`config.mk`:
```
export PLATFORM = sky130hd
export DESIGN_NAME = ph_trimmed_mean_conditioner
export DESIGN_NICKNAME = d
export VERILOG_FILES = /design/src/rtl/phtmc_pkg.sv /design/src/rtl/ph_trimmed_mean_conditioner.sv
export SDC_FILE = /design/constraint.sdc
export NUM_CORES = 1
export LEC_CHECK = 0
export ABC_AREA = 1
export BUFFER_PORTS_ARGS = -buffer_cell sky130_fd_sc_hd__buf_2
export CELL_PAD_IN_SITES_DETAIL_PLACEMENT = 1
export CELL_PAD_IN_SITES_GLOBAL_PLACEMENT = 1
export CORE_MARGIN = 5
export CORE_UTILIZATION = 54
export CTS_CLUSTER_DIAMETER = 150
export CTS_CLUSTER_SIZE = 20
export DETAILED_ROUTE_END_ITERATION = 12
export GPL_TIMING_DRIVEN = 1
export PLACE_DENSITY_LB_ADDON = 0.1
export RECOVER_POWER = 100
export SYNTH_ARGS = -nofsm -noshare
export SYNTH_HDL_FRONTEND = slang
export SYNTH_SLANG_ARGS = --single-unit
```
`constraint.sdc`:
```
create_clock -name i_clk -period 9.4 [get_ports i_clk]
set_clock_uncertainty 0.15 [all_clocks]
set_input_delay 0.94 -clock i_clk [delete_from_list [all_inputs] [get_ports i_clk]]
set_output_delay 0.94 -clock i_clk [all_outputs]
set_load 0.02 [all_outputs]
```
`src/rtl/phtmc_pkg.sv`:
```
// Shared types and constants for the pH trimmed-mean conditioner.
package phtmc_pkg;

    localparam int SMP_W       = 10;
    localparam int SMP_MAX     = 1023;
    localparam int PH_W        = 11;
    localparam int OFS_W       = 12;
    localparam int SLOPE_W     = 16;
    localparam int LIM_W       = 11;
    localparam int ERR_W       = 3;
    localparam int Q_FRAC      = 16;
    localparam int Q_HALF      = 32768;
    localparam int CFG_IDX_W   = 2;
    localparam int CFG_DATA_W  = 16;
    localparam int TDATA_IN_W  = 16;
    localparam int TDATA_OUT_W = 16;

    // Output word layout
    localparam int OUT_PH_LSB  = 0;
    localparam int OUT_OK_BIT  = PH_W;
    localparam int OUT_ERR_LSB = PH_W + 1;

    localparam logic [ERR_W-1:0]   FAULT_MAX       = 3'd7;
    localparam logic [OFS_W-1:0]   RST_PH_OFFSET   = 12'd2540;
    localparam logic [SLOPE_W-1:0] RST_PH_SLOPE    = 16'd12627;
    localparam logic [LIM_W-1:0]   RST_LOW_LIMIT   = 11'd360;
    localparam logic [LIM_W-1:0]   RST_HIGH_LIMIT  = 11'd1100;

    typedef enum logic [CFG_IDX_W-1:0] {
        CFG_PH_OFFSET  = 2'd0,
        CFG_PH_SLOPE   = 2'd1,
        CFG_LOW_LIMIT  = 2'd2,
        CFG_HIGH_LIMIT = 2'd3
    } t_cfg_idx;

endpackage

```
`src/rtl/ph_trimmed_mean_conditioner.sv`:
```
// pH trimmed-mean conditioner: per-probe batch trimming, conversion and averaging.
// Throughput: one sample word per cycle unless the last sample of a batch waits;
// a result is emitted once per batch. A batch's result passes through the batch
// register, slope product, blend numerator and output register, in that order.
// The last sample of a batch waits only while the batch register holds an earlier batch.
// Reset (synchronous, active low) clears counters, averages, reports and fault counts
// and loads the register defaults at once.
module ph_trimmed_mean_conditioner #(
    parameter int GROUPS            = 4,
    parameter int SAMPLES_PER_GROUP = 5,
    parameter int AVERAGE_WEIGHT    = 20,
    parameter int ERROR_LIMIT       = 5
) (
    input  logic                                 i_clk,
    input  logic                                 i_rst_n,
    input  logic                                 i_cfg_we,
    input  logic [phtmc_pkg::CFG_IDX_W-1:0]      i_cfg_idx,
    input  logic [phtmc_pkg::CFG_DATA_W-1:0]     i_cfg_data,
    input  logic                                 s_axis_tvalid,
    output logic                                 s_axis_tready,
    input  logic [phtmc_pkg::TDATA_IN_W-1:0]     s_axis_tdata,  // [9:0] sample
    input  logic                                 s_axis_tuser,  // [0] probe
    output logic                                 m_axis_tvalid,
    input  logic                                 m_axis_tready,
    output logic [phtmc_pkg::TDATA_OUT_W-1:0]    m_axis_tdata,  // [10:0] ph_reported,
                                                                // [11] in_range,
                                                                // [14:12] error_count
    output logic                                 m_axis_tuser   // [0] probe_id
);

    localparam int SMP_W   = phtmc_pkg::SMP_W;
    localparam int PH_W    = phtmc_pkg::PH_W;
    localparam int OFS_W   = phtmc_pkg::OFS_W;
    localparam int SLOPE_W = phtmc_pkg::SLOPE_W;
    localparam int LIM_W   = phtmc_pkg::LIM_W;
    localparam int ERR_W   = phtmc_pkg::ERR_W;

    localparam int SIDX_W  = $clog2(SAMPLES_PER_GROUP);
    localparam int GIDX_W  = (GROUPS > 1) ? $clog2(GROUPS) : 1;
    localparam int SUM_MAX = ((GROUPS - 1) * (SAMPLES_PER_GROUP - 2) + SAMPLES_PER_GROUP)
                             * phtmc_pkg::SMP_MAX;
    localparam int SUM_W   = $clog2(SUM_MAX + 1);
    localparam int PROD_W  = SUM_W + SLOPE_W + 1;
    localparam int TERM_W  = PROD_W - phtmc_pkg::Q_FRAC;
    localparam int AVG_L   = $clog2(AVERAGE_WEIGHT);
    localparam int NUM_W   = PH_W + AVG_L;
    localparam int RECIP_K = NUM_W + AVG_L;
    localparam int RECIP_W = NUM_W + 1;
    localparam int QPROD_W = NUM_W + RECIP_W;
    localparam longint unsigned RECIP =
        ((64'd1 << RECIP_K) + 64'(AVERAGE_WEIGHT) - 64'd1) / 64'(AVERAGE_WEIGHT);

    // configuration
    logic [OFS_W-1:0]   r_ofs;
    logic [SLOPE_W-1:0] r_slope;
    logic [LIM_W-1:0]   r_low;
    logic [LIM_W-1:0]   r_high;

    // sample accumulation
    logic [SIDX_W-1:0]  r_sidx;
    logic [GIDX_W-1:0]  r_gidx;
    logic [SMP_W-1:0]   r_lo;
    logic [SMP_W-1:0]   r_hi;
    logic [SUM_W-1:0]   r_sum;

    // batch-end pipeline
    logic               r_fin_valid;
    logic [SUM_W-1:0]   r_fin_sum;
    logic               r_fin_probe;
    logic               r_p1_valid;
    logic [TERM_W-1:0]  r_p1_term;
    logic               r_p1_probe;
    logic               r_p2_valid;
    logic [NUM_W-1:0]   r_p2_num;
    logic [PH_W-1:0]    r_p2_val;
    logic               r_p2_ok;
    logic               r_p2_avgnz;
    logic               r_p2_probe;

    // per-probe state
    logic [PH_W-1:0]    r_avg [2];
    logic [PH_W-1:0]    r_rep [2];
    logic [ERR_W-1:0]   r_fc  [2];

    // output register
    logic               r_o_valid;
    logic               r_o_probe;
    logic [PH_W-1:0]    r_o_ph;
    logic               r_o_ok;
    logic [ERR_W-1:0]   r_o_err;

    logic [SMP_W-1:0]   smp;
    logic               first_smp;
    logic               grp_last;
    logic               batch_last;
    logic [SMP_W-1:0]   n_lo;
    logic [SMP_W-1:0]   n_hi;
    logic [SUM_W-1:0]   sum_acc;
    logic [SUM_W-1:0]   sum_trim;
    logic               accept;
    logic               load_fin;
    logic               load_p1;
    logic               load_p2;
    logic               p2_moves;
    logic [PROD_W-1:0]  prod;
    logic [OFS_W-1:0]   value;
    logic               term_ok;
    logic               val_ok;
    logic [PH_W-1:0]    avg_rd;
    logic [NUM_W-1:0]   num;
    logic [QPROD_W-1:0] qprod;
    logic [PH_W-1:0]    quo;
    logic [PH_W-1:0]    new_val;
    logic [ERR_W-1:0]   fc_rd;
    logic [ERR_W-1:0]   fc_inc;
    logic [PH_W-1:0]    rep_bad;

    // sample path
    always_comb begin
        smp        = s_axis_tdata[SMP_W-1:0];
        first_smp  = (r_sidx == '0);
        grp_last   = (r_sidx == SIDX_W'(SAMPLES_PER_GROUP - 1));
        batch_last = grp_last && (r_gidx == GIDX_W'(GROUPS - 1));
        n_lo       = (first_smp || (smp < r_lo)) ? smp : r_lo;
        n_hi       = (first_smp || (smp > r_hi)) ? smp : r_hi;
        sum_acc    = r_sum + SUM_W'(smp);
        sum_trim   = sum_acc - SUM_W'(n_lo) - SUM_W'(n_hi);
    end

    // pipeline flow
    always_comb begin
        p2_moves      = !r_o_valid || m_axis_tready;
        load_p2       = r_p1_valid && !r_p2_valid;
        load_p1       = r_fin_valid && (!r_p1_valid || load_p2);
        s_axis_tready = !batch_last || !r_fin_valid || load_p1;
        accept        = s_axis_tvalid && s_axis_tready;
        load_fin      = accept && batch_last;
    end

    // slope product, conversion and blend numerator
    always_comb begin
        prod    = PROD_W'(r_fin_sum) * PROD_W'(r_slope) + PROD_W'(phtmc_pkg::Q_HALF);
        term_ok = (r_p1_term <= TERM_W'(r_ofs));
        value   = r_ofs - r_p1_term[OFS_W-1:0];
        val_ok  = term_ok && (value > OFS_W'(r_low)) && (value < OFS_W'(r_high));
        avg_rd  = r_avg[r_p1_probe];
        num     = NUM_W'(avg_rd) * NUM_W'(AVERAGE_WEIGHT - 1) + NUM_W'(value[PH_W-1:0]);
    end

    // divide by the weight and per-probe update
    always_comb begin
        qprod   = QPROD_W'(r_p2_num) * QPROD_W'(RECIP);
        quo     = qprod[RECIP_K +: PH_W];
        new_val = r_p2_avgnz ? quo : r_p2_val;
        fc_rd   = r_fc[r_p2_probe];
        fc_inc  = (fc_rd == phtmc_pkg::FAULT_MAX) ? fc_rd : fc_rd + 1'b1;
        rep_bad = (fc_inc > ERR_W'(ERROR_LIMIT)) ? '0 : r_rep[r_p2_probe];
    end

    always_ff @(posedge i_clk) begin
        if (!i_rst_n) begin
            r_ofs       <= phtmc_pkg::RST_PH_OFFSET;
            r_slope     <= phtmc_pkg::RST_PH_SLOPE;
            r_low       <= phtmc_pkg::RST_LOW_LIMIT;
            r_high      <= phtmc_pkg::RST_HIGH_LIMIT;
            r_sidx      <= '0;
            r_gidx      <= '0;
            r_sum       <= '0;
            r_fin_valid <= 1'b0;
            r_p1_valid  <= 1'b0;
            r_p2_valid  <= 1'b0;
            r_o_valid   <= 1'b0;
            for (int i = 0; i < 2; i++) begin
                r_avg[i] <= '0;
                r_rep[i] <= '0;
                r_fc[i]  <= '0;
            end
        end else begin
            if (i_cfg_we) begin
                unique case (phtmc_pkg::t_cfg_idx'(i_cfg_idx))
                    phtmc_pkg::CFG_PH_OFFSET:  r_ofs   <= i_cfg_data[OFS_W-1:0];
                    phtmc_pkg::CFG_PH_SLOPE:   r_slope <= i_cfg_data[SLOPE_W-1:0];
                    phtmc_pkg::CFG_LOW_LIMIT:  r_low   <= i_cfg_data[LIM_W-1:0];
                    phtmc_pkg::CFG_HIGH_LIMIT: r_high  <= i_cfg_data[LIM_W-1:0];
                endcase
            end

            if (accept) begin
                r_sidx <= grp_last ? '0 : r_sidx + 1'b1;
                if (grp_last) begin
                    r_gidx <= batch_last ? '0 : r_gidx + 1'b1;
                end
                r_sum <= batch_last ? '0 : (grp_last ? sum_trim : sum_acc);
            end

            if (load_fin) begin
                r_fin_valid <= 1'b1;
            end else if (load_p1) begin
                r_fin_valid <= 1'b0;
            end

            if (load_p1) begin
                r_p1_valid <= 1'b1;
            end else if (load_p2) begin
                r_p1_valid <= 1'b0;
            end

            if (load_p2) begin
                r_p2_valid <= 1'b1;
            end else if (p2_moves) begin
                r_p2_valid <= 1'b0;
            end

            if (r_p2_valid && p2_moves) begin
                r_o_valid <= 1'b1;
                if (r_p2_ok) begin
                    r_avg[r_p2_probe] <= new_val;
                    r_rep[r_p2_probe] <= new_val;
                    r_fc[r_p2_probe]  <= '0;
                end else begin
                    r_rep[r_p2_probe] <= rep_bad;
                    r_fc[r_p2_probe]  <= fc_inc;
                end
            end else if (m_axis_tready) begin
                r_o_valid <= 1'b0;
            end
        end
    end

    always_ff @(posedge i_clk) begin
        if (accept) begin
            r_lo <= n_lo;
            r_hi <= n_hi;
        end
        if (load_fin) begin
            r_fin_sum   <= sum_trim;
            r_fin_probe <= s_axis_tuser;
        end
        if (load_p1) begin
            r_p1_term  <= prod[PROD_W-1:phtmc_pkg::Q_FRAC];
            r_p1_probe <= r_fin_probe;
        end
        if (load_p2) begin
            r_p2_num   <= num;
            r_p2_val   <= value[PH_W-1:0];
            r_p2_ok    <= val_ok;
            r_p2_avgnz <= (avg_rd != '0);
            r_p2_probe <= r_p1_probe;
        end
        if (r_p2_valid && p2_moves) begin
            r_o_probe <= r_p2_probe;
            r_o_ok    <= r_p2_ok;
            r_o_ph    <= r_p2_ok ? new_val : rep_bad;
            r_o_err   <= r_p2_ok ? '0 : fc_inc;
        end
    end

    assign m_axis_tvalid = r_o_valid;
    assign m_axis_tuser  = r_o_probe;
    assign m_axis_tdata  = {{(phtmc_pkg::TDATA_OUT_W - PH_W - 1 - ERR_W){1'b0}},
                            r_o_err, r_o_ok, r_o_ph};

`ifndef SYNTHESIS
    a_ok_clears_count: assert property (@(posedge i_clk) disable iff (!i_rst_n)
        (m_axis_tvalid && m_axis_tdata[phtmc_pkg::OUT_OK_BIT])
        |-> (m_axis_tdata[phtmc_pkg::OUT_ERR_LSB +: ERR_W] == '0))
        else $error("in-range result with nonzero error count");

    a_fault_zeroes_report: assert property (@(posedge i_clk) disable iff (!i_rst_n)
        (m_axis_tvalid && (m_axis_tdata[phtmc_pkg::OUT_ERR_LSB +: ERR_W] > ERR_W'(ERROR_LIMIT)))
        |-> (m_axis_tdata[phtmc_pkg::OUT_PH_LSB +: PH_W] == '0))
        else $error("faulted probe reports nonzero value");

    a_batch_slot_free: assert property (@(posedge i_clk) disable iff (!i_rst_n)
        load_fin |-> (!r_fin_valid || load_p1))
        else $error("batch register overwritten");

    a_sidx_range: assert property (@(posedge i_clk) disable iff (!i_rst_n)
        r_sidx < SIDX_W'(SAMPLES_PER_GROUP))
        else $error("sample index out of range");

    a_no_p2_overrun: assert property (@(posedge i_clk) disable iff (!i_rst_n)
        (r_p2_valid && !p2_moves) |=> (r_p2_valid && $stable(r_p2_num)))
        else $error("blend stage lost while stalled");
`endif

endmodule
```
==> reports/results.tsv, run 1 <==
metric	value	unit
Area contributors post-synth	fa_1, edfxtp_1, ha_1, inv_1, nand2_1	
R2R depth	18	
synth cell count leaders	inv_1, nand2_1, ha_1, fa_1, nor2_1	
die height	229	um
Crit. End Element	flop	
Max Slew Vio Count	125	
cells along the critical path	nand2_1, fa_1, fa_1, fa_1, inv_1, fa_1, fa_1, inv_1, fa_1, inv_1, ha_1, a21oi_1, a21boi_0, o21ai_0, a221oi_1, nand2_1, nand2_1, nand2_1	
initial antenna violation count	2	
Worst Hold Path EP	r_high[5]$_SDFFE_PN0P_	
Peak VDD IR	0.000233	V
Synth Area in XOR/XNOR	0.0179	
final hold viol count	0	
post-CTS resize count	0	
CP peak stage delay	0.89	ns
total of max-cap violations	4	
Net count, final	3888	
Synth cell types	50	
Finish-stage setup viols	0	
# rows	80	
clock buffer count from CTS	15	
Max Fanout on Critical Path	15	
setup TNS	0	ns
Yosys top cell area share	0.214	
post-synthesis simple-gate area fraction	0.168	
Tmin final	6.33	ns
fraction of registers with async set/reset	0	
Root Buffer	clkbuf_16	
outcome	finished with violations	
die area	52600	um^2
WP data required	9.52	ns
Synth Cell Area	26000	um^2
Initial Utilization	0.545	
Non-Filler Instances	3846	
Power Density	153	nW/um^2
Skew-Pair Late Insertion Delay	0.51	ns
largest buffer count on any clock path	3	
Mean Syn Cell Area	8.06	um^2
ys flop type	edfxtp_1	
most common cell in the synthesized netlist	inv_1	
WP buf/inv	3	
Via density	5.48	
RSZ-0062 raised after global routing	false	
Achievable Freq	158	MHz
#FFs+latches synth	222	
PortBufs	51	
hold path depth	2	
Yosys warning count	0	
Max-Slew Margin vs Limit	-0.693	
post-CTS setup buffers	0	
Hold WC Path Type	reg2reg	
Post-Synth Adder-Cell Area	0.383	
First-pass DRT Iterations	5	
Post-Syn Instances	3221	
Crit Path Class	reg2reg	
number of placed cells counting well taps	3818	
post-synthesis compound-gate area fraction	0.0734	
Hold Crit Start	r_high[5]$_SDFFE_PN0P_	
chip width	229	um
Critical Path Most Common Cell	fa_1	
cell taking the most area after synthesis	fa_1	
I/O Pins	59	
post-synthesis sequential area ratio	0.228	
Worst-Margin Slew	2.54	ns
synthesis-to-finish area growth	4.52	%
Tcrit/Tclk final	0.674	
failing checks	capacitance limit, slew limit	
slowest CP cell	dfxtp_1	
Via Count	21100	
Post-DP HPWL	61600	um
largest family of logic cells by synthesized area	adder cells	
EDFF count, synth	147	
RD Place Congestion	0.903	
DRC viols	0	
R2R Path Start	r_slope[6]$_SDFFE_PN1P_	
cts-stage hold buffer count	0	
htree depth	1	
Pleak	14.8	nW
first-pass GRT wire length	122000	um
CP Launch Type	flop	
Crit path max-delay family	adder cells	
Overflow after GRT	0	
filler cell count	5911	
CTS tree	yes	
syn nets	3889	
CP arrival	6.45	ns
final WL	74800	um
clk slew on worst S/H paths	0.09	ns
vias in the first global route	24000	
largest net degree at the start of global routing	51	
Antenna Nets Post-Route	0	
post-synthesis mux area share	0.000434	
Core ar.	47600	um^2
WL/cell	19.5	um
number of clock sinks	222	
FF-to-FF End	r_p1_term[10]$_DFFE_PP_	
flop-to-flop setup slack	3.07	ns
share of cells above drive strength 1	0.0211	
overall global routing resource usage	0.288	
initial drt markers	915	
[tightest hold or removal path, stage by stage (launching register included)]
cell	delay (ns)
dfxtp_1	0.31
inv_1	0.06
a21oi_1	0.06
[sequential cells by signal, indices dropped and copies added (netlist names), 2 cells and up, named ones only]
| signal | cells |
|---|---|
| r_ofs | 12 |
| r_sum | 14 |
| r_o_err | 3 |
| r_p1_term | 15 |
| r_fc | 6 |
| r_low | 11 |
| r_fin_sum | 14 |
| r_p2_val | 11 |
| r_slope | 16 |
| r_p2_num | 16 |
| r_high | 11 |
| r_rep | 22 |
| r_hi | 10 |
| r_lo | 10 |
| r_o_ph | 11 |
| r_gidx | 2 |
| r_sidx | 3 |
| r_avg | 22 |
[area by class of cell]
type / instances / area (um^2) / share of cell area
tap: 615 / 769 / 0.0284
sequential: 222 / 5920 / 0.218
multi-input combinational: 2108 / 16700 / 0.615
clock inverter: 3 / 33.8 / 0.00125
antenna: 2 / 5.00 / 0.000184
clock buffer: 23 / 405 / 0.0149
inverter: 810 / 3040 / 0.112
timing repair buffer: 63 / 287 / 0.0106
[worst max-delay path by stage]
stage | from | to | slack (ns) | depth (start not counted)
after CTS | r_fin_sum[5]$_DFFE_PP_ | r_p1_term[10]$_DFFE_PP_ | 3.07 | 18
after detailed placement | r_fin_sum[5]$_DFFE_PP_ | r_p1_term[10]$_DFFE_PP_ | 3.09 | 18
after floorplan | r_fin_sum[5]$_DFFE_PP_ | r_p1_term[10]$_DFFE_PP_ | 3.81 | 20
final | r_slope[6]$_SDFFE_PN1P_ | r_p1_term[10]$_DFFE_PP_ | 3.07 | 18
after global placement | r_slope[6]$_SDFFE_PN1P_ | r_p1_term[10]$_DFFE_PP_ | 3.20 | 18
after global routing | r_fin_sum[5]$_DFFE_PP_ | r_p1_term[10]$_DFFE_PP_ | 2.68 | 18
[cells by family (layout without fill, tap and decap cells)]
| logic type | after synthesis | after routing |
|---|---|---|
| compound gates | 349 | 349 |
| xor+xnor | 53 | 53 |
| fa+ha+maj | 628 | 628 |
| buf+inv | 891 | 899 |
| flops | 222 | 222 |
| mux | 1 | 1 |
| other cells | 1 | 3 |
| simple gates | 1076 | 1076 |
[stage by stage]
step / hold slack [ns] / setup slack [ns] / power (W) / instance area (um^2) / util
5_1_grt: 0.339 / 2.68 / 0.00454 / 27100 / 0.569
4_1_cts: 0.318 / 3.07 / 0.00419 / 27200 / 0.571
3_5_place_dp: 0.306 / 3.09 / 0.00349 / 26800 / 0.562
6_report: 0.320 / 3.07 / 0.00416 / 27100 / 0.569
2_1_floorplan: 0.270 / 3.81 / 0.00288 / 26000 / -
3_3_place_gp: 0.296 / 3.20 / 0.00340 / 26800 / 0.562
[report_power, final]
part | switching (W) | total (W) | internal [W] | leakage (nW)
registers | 0.0000352 | 0.00120 | 0.00117 | 2.02
logic | 0.00144 | 0.00227 | 0.000839 | 12.6
clock network | 0.000375 | 0.000683 | 0.000308 | 0.210
total | 0.00185 | 0.00416 | 0.00232 | 14.8
[cells in the final DEF (no fill, tap or decap), types with 6 or more instances in the layout]
cell,count
nand2_1,720
fa_1,277
edfxtp_1,147
dfxtp_1,75
inv_1,809
nand3_1,100
a21oi_1,150
o211ai_1,19
o21bai_1,7
buf_2,28
a31oi_1,6
nor3_1,19
a21boi_0,6
or2_2,13
nand4_1,23
clkbuf_1,39
o21ai_0,137
nand3b_1,8
xor2_1,33
xnor2_1,20
nor4_1,6
ha_1,351
clkbuf_16,15
nor2_1,175
[per-layer routing]
layer,global-route usage,share of wire
met5,0,0
met4,0.116,0.042
met3,0.0239,0.029
met2,0.544,0.53
met1,0.336,0.40
(Power assumes the default switching activity.)
==> inputs of run 2 (changes only) <==
--- a/config.mk
+++ b/config.mk
@@ -10,7 +10,7 @@
 export CELL_PAD_IN_SITES_DETAIL_PLACEMENT = 1
 export CELL_PAD_IN_SITES_GLOBAL_PLACEMENT = 1
 export CORE_MARGIN = 5
-export CORE_UTILIZATION = 54
+export CORE_UTILIZATION = 50
 export CTS_CLUSTER_DIAMETER = 150
 export CTS_CLUSTER_SIZE = 20
 export DETAILED_ROUTE_END_ITERATION = 12
==> constraint.sdc (replaced) <==
create_clock -name i_clk -period 6.2 [get_ports i_clk]
set_clock_uncertainty 0.15 [all_clocks]
set_input_delay 0.62 -clock i_clk [delete_from_list [all_inputs] [get_ports i_clk]]
set_output_delay 0.62 -clock i_clk [all_outputs]
set_load 0.02 [all_outputs]
==> reports/results.tsv, run 2 (synthesized netlist as in run 1, its figures left out) <==
metric	value	unit	change
Tcrit/Tclk final	0.973		+0.299
Core ar.	51400	um^2	+7.9%
Tmin final	6.03	ns	-0.303 ns
Worst-Margin Slew	2.30	ns	-0.239 ns
Post-DP HPWL	62400	um	+1.3%
share of cells above drive strength 1	0.0461		+0.0251
Hold Crit Start	i_cfg_data[13]		
total of max-cap violations	3		-1
Non-Filler Instances	3974		+3.3%
Via Count	20900		-0.59%
Max Slew Vio Count	112		-10%
overall global routing resource usage	0.264		-0.0237
cells along the critical path	ha_4, inv_1, fa_1, fa_1, fa_1, inv_1, fa_1, inv_1, fa_1, inv_1, ha_1, nand2_1, nor2_4, nand4_1, inv_1, nand3_1, nand4_1, nand3_1, nand2_2, nand2_1, nand2_1, nor2_1		
RSZ-0062 raised after global routing	true		
WP data required	6.31	ns	-3.21 ns
# rows	83		+3.8%
clk slew on worst S/H paths	0.09	ns	about the same
Achievable Freq	166	MHz	+5.0%
failing checks	capacitance limit, slew limit		
Crit path max-delay family	adder cells		
WP buf/inv	5		+2
Peak VDD IR	0.000152	V	-35%
First-pass DRT Iterations	5		unchanged
Crit. End Element	flop		
CP Launch Type	flop		
die area	56600	um^2	+7.6%
RD Place Congestion	0.915		+1.4%
cts-stage hold buffer count	0		unchanged
Crit Path Class	reg2reg		
leading cell type in the layout, fill and taps excluded	inv_1		
hold path depth	3		+1
I/O Pins	59		unchanged
FF-to-FF End	r_rep[0][2]$_SDFFCE_PN0P_		
outcome	finished with violations		
Max-Slew Margin vs Limit	-0.533		+0.159
htree depth	1		unchanged
Root Buffer	clkbuf_16		
Antenna Cells	0		-2
CP arrival	6.14	ns	-0.31 ns
flop-to-flop setup slack	0.17	ns	-2.90 ns
Antenna Nets Post-Route	0		unchanged
chip width	238	um	+3.8%
number of clock sinks	222		unchanged
CP peak stage delay	0.55	ns	-0.34 ns
Hold WC Path Type	in2reg		
PortBufs	51		unchanged
Finish-stage setup viols	0		unchanged
Max Fanout on Critical Path	4		-11
most frequent cells in the layout	inv_1, nand2_1, ha_1, fa_1, nor2_1		
Placed Area	27200	um^2	+1.6%
WL/cell	18.8	um	-3.1%
Skew-Pair Late Insertion Delay	0.52	ns	about the same
Overflow after GRT	0		unchanged
vias in the first global route	23400		-2.5%
final hold viol count	0		unchanged
CTS tree	yes		
DRC viols	0		unchanged
R2R Path Start	r_p2_num[8]$_DFFE_PP_		
Power Density	230	nW/um^2	+50%
initial antenna violation count	0		-2
die height	238	um	+3.8%
final WL	74900	um	about the same
Pleak	15.1	nW	+2.2%
clock buffer count from CTS	15		unchanged
Worst Hold Path EP	r_slope[13]$_SDFFE_PN1P_		
largest buffer count on any clock path	3		unchanged
Post-Layout Inst Area	27800	um^2	+2.5%
R2R depth	22		+4
first-pass GRT wire length	121000	um	-1.1%
Setup crit start	r_p2_num[8]$_DFFE_PP_		
synthesis-to-finish area growth	7.18	%	
top flop regs	r_avg x22, r_rep x22		
slowest CP cell	fa_1		
number of placed cells counting well taps	3928		+2.9%
largest net degree at the start of global routing	48		-5.9%
Initial Utilization	0.505		-0.0398
Net count, final	3953		+1.7%
initial drt markers	1109		+21%
Via density	5.27		-3.8%
## run 2: worst max-delay path by stage
stage | end | slack [ns] | cells after the start
after floorplan | r_p1_term[10]$_DFFE_PP_ | 0.61 | 20
after global placement | r_rep[1][2]$_SDFFCE_PN0P_ | 0.22 | 22
after detailed placement | r_rep[0][2]$_SDFFCE_PN0P_ | 0.09 | 22
after CTS | r_rep[0][2]$_SDFFCE_PN0P_ | 0.09 | 22
after global routing | r_o_ph[10]$_DFFE_PP_ | -0.04 | 21
final | r_rep[0][2]$_SDFFCE_PN0P_ | 0.17 | 22
## run 2: report_power, final
part	internal, W	switching [W]
Combinational	0.00130	0.00226
Sequential	0.00177	0.0000373
Clock	0.000466	0.000573
## run 2: worst min-delay path: stages
cell and delay, ns:
buf_2 0.07, nand2_1 0.04, nand3_1 0.07
## run 2: metrics by stage
stage / hold WS (ns) / worst slack (ns) / setup TNS [ns] / util / power, W
after floorplan: 0.270 / 0.607 / 0 / - / 0.00436
after detailed placement: 0.308 / 0.0924 / 0 / 0.529 / 0.00537
after global placement: 0.296 / 0.219 / 0 / 0.529 / 0.00524
after global routing: 0.170 / -0.0392 / -0.222 / 0.541 / 0.00699
after CTS: 0.145 / 0.0912 / 0 / 0.537 / 0.00645
final: 0.163 / 0.170 / 0 / 0.541 / 0.00641
## run 2: final cells by class
| cell class | instances | area, um^2 |
|---|---|---|
| fillers | 6373 | 23600 |
| clock inverters | 3 | 31.3 |
| flip-flops and latches | 222 | 5920 |
| repair buffers | 128 | 786 |
| well taps | 680 | 851 |
| inverters | 810 | 3040 |
| multi-input cells | 2108 | 16800 |
| clock buffers | 23 | 405 |
## run 2: routing by layer
metal  wire, um  track usage
met5          0            0
met4       2420       0.0766
met3       2070       0.0238
met2      38500        0.487
met1      31900        0.330
## run 2: what timing repair did
item | CTS | global route
endpoints found under the setup margin | 0 | 42
resized for setup | 0 | 22
buffers inserted | 0 | 20
==> inputs of run 3 (changes only) <==
--- a/config.mk
+++ b/config.mk
@@ -15,6 +15,7 @@
 export CTS_CLUSTER_SIZE = 20
 export DETAILED_ROUTE_END_ITERATION = 12
 export GPL_TIMING_DRIVEN = 1
+export MAX_ROUTING_LAYER = met4
 export PLACE_DENSITY_LB_ADDON = 0.1
 export RECOVER_POWER = 100
 export SYNTH_ARGS = -nofsm -noshare
==> reports/results.tsv, run 3 (synthesized netlist as in run 1, its figures left out) <==
metric	value	unit	change
flop-to-flop setup slack	0.12	ns	-0.05 ns
chip width	238	um	unchanged
overall global routing resource usage	0.271		+0.00696
most frequent cells in the layout	inv_1, nand2_1, ha_1, fa_1, nor2_1		
Tmin final	6.08	ns	+0.0475 ns
Non-Filler Instances	3971		-0.075%
total of max-cap violations	2		-1
initial drt markers	880		-21%
largest buffer count on any clock path	3		unchanged
WP data required	6.29	ns	-0.02 ns
Overflow after GRT	0		unchanged
overall power	0.00652	W	+1.7%
CTS tree	yes		
leading cell type in the layout, fill and taps excluded	inv_1		
First-pass DRT Iterations	5		unchanged
# rows	83		unchanged
Crit. End Element	flop		
filler cell count	6384		+0.17%
number of clock sinks	222		unchanged
Crit Path Class	reg2reg		
Power Density	233	nW/um^2	+1.3%
RD Place Congestion	0.922		+0.69%
Post-DP HPWL	62100	um	-0.42%
Hold WC Path Type	in2reg		
CP Launch Type	flop		
footprint of the multi-input gates	16800	um^2	+0.27%
Achievable Freq	165	MHz	-0.78%
Peak VDD IR	0.000281	V	+85%
CP arrival	6.17	ns	+0.03 ns
synthesis-to-finish area growth	7.51	%	
Antenna Nets Post-Route	0		unchanged
failing checks	capacitance limit, slew limit		
Max Slew Vio Count	98		-13%
pre-CTS setup slack	0.0361	ns	-0.0563 ns
Tcrit/Tclk final	0.980		+0.00766
Storage cell area	5920	um^2	about the same
Root Buffer	clkbuf_16		
vias in the first global route	23200		-1.1%
Skew-Pair Late Insertion Delay	0.54	ns	+0.02 ns
Antenna Cells	0		unchanged
Finish-stage setup viols	0		unchanged
Max-Slew Margin vs Limit	-1.28		-0.745
Max Fanout on Critical Path	5		+1
clk slew on worst S/H paths	0.09	ns	about the same
share of cells above drive strength 1	0.0489		+0.00278
setup ws final	0.123	ns	-0.0475 ns
RSZ-0062 raised after global routing	true		
htree depth	1		unchanged
WL/cell	18.9	um	+0.15%
clock buffer count from CTS	16		+1
Placed Area	27200	um^2	about the same
Via Count	21000		+0.20%
Via density	5.29		+0.28%
first-pass GRT wire length	120000	um	-0.74%
Worst-Margin Slew	3.42	ns	+1.12 ns
PortBufs	51		unchanged
Initial Utilization	0.505		unchanged
outcome	finished with violations		
die area	56600	um^2	unchanged
setup TNS	0	ns	unchanged
final hold viol count	0		unchanged
DRC viols	0		unchanged
top flop regs	r_avg x22, r_rep x22		
largest net degree at the start of global routing	65		+35%
Net count, final	3949		-0.10%
number of placed cells counting well taps	3929		+0.025%
Core ar.	51400	um^2	unchanged
I/O Pins	59		unchanged
die height	238	um	unchanged
initial antenna violation count	0		unchanged
Pleak	15.2	nW	+0.22%
Post-Layout Inst Area	27900	um^2	+0.31%
final WL	75000	um	about the same
run 3: cell types whose count changed in the layout (fill, tap and decap cells not counted), sizes merged:
cell,before,now
clkbuf,53,51
buf,98,96
bufinv,0,1
run 3: per-stage QoR:
stage | utilization | hold WS, ns
final | 0.543 | 0.141
after global routing | 0.543 | 0.137
after CTS | 0.539 | 0.119
after detailed placement | 0.529 | 0.313
after global placement | 0.529 | 0.298
after floorplan | - | 0.270
run 3: layout make-up:
class,instances,share of cell area
Clock buffer,24,0.0162
Clock inverter,4,0.00256
Inverter,810,0.109
Multi-Input combinational cell,2108,0.603
Sequential cell,222,0.212
Tap cell,680,0.0305
Timing Repair Buffer,123,0.0267
run 3: worst paths after layout:
kind,from,to,cells past startpoint
worst max-delay path,r_p2_num[4]$_DFFE_PP_,r_rep[0][8]$_SDFFCE_PN0P_,22
worst min-delay path,i_cfg_data[13],r_slope[13]$_SDFFE_PN1P_,3
worst min register to register,r_low[9]$_SDFFE_PN0P_,r_low[9]$_SDFFE_PN0P_,2
worst max register to register,r_p2_num[4]$_DFFE_PP_,r_rep[0][8]$_SDFFCE_PN0P_,22
run 3: layer usage:
metal | GRT usage | routed length, um | vias up
met1 | 0.331 | 32000 | 10500
met4 | 0.0728 | 2430 | 0
met3 | 0.0190 | 1970 | 134
li1 | - | - | 10000
met2 | 0.488 | 38500 | 330
met5 | - | 0 | -
run 3: where the power goes:
part	internal, W	leakage [nW]	switching [W]	total, W
clock network	0.000565	0.251	0.000589	0.00115
registers	0.00177	2.02	0.0000372	0.00181
logic	0.00130	12.9	0.00225	0.00355
run 3: timing repair:
action / 4_1_cts / 5_1_grt
gates resized for setup: 0 / 34
hold buffers: 0 / 0
endpoints found under the setup margin: 0 / 45
hold endpoints to repair: 0 / 0
setup buffers: 0 / 14
run 3: critical path: stages (launching register included):
cell and delay, ns:
edfxtp_1 0.57, buf_4 0.18, ha_1 0.26, inv_1 0.11
fa_1 0.49, fa_1 0.52, fa_1 0.58, inv_1 0.07
fa_1 0.53, inv_1 0.06, fa_1 0.52, inv_1 0.06
ha_1 0.35, a21oi_2 0.19, inv_1 0.05, nor2_1 0.10
nand2_1 0.09, a21oi_1 0.18, nand3_1 0.10, nand3_1 0.23
nand3_1 0.20, nand2_1 0.13, nor2_1 0.05
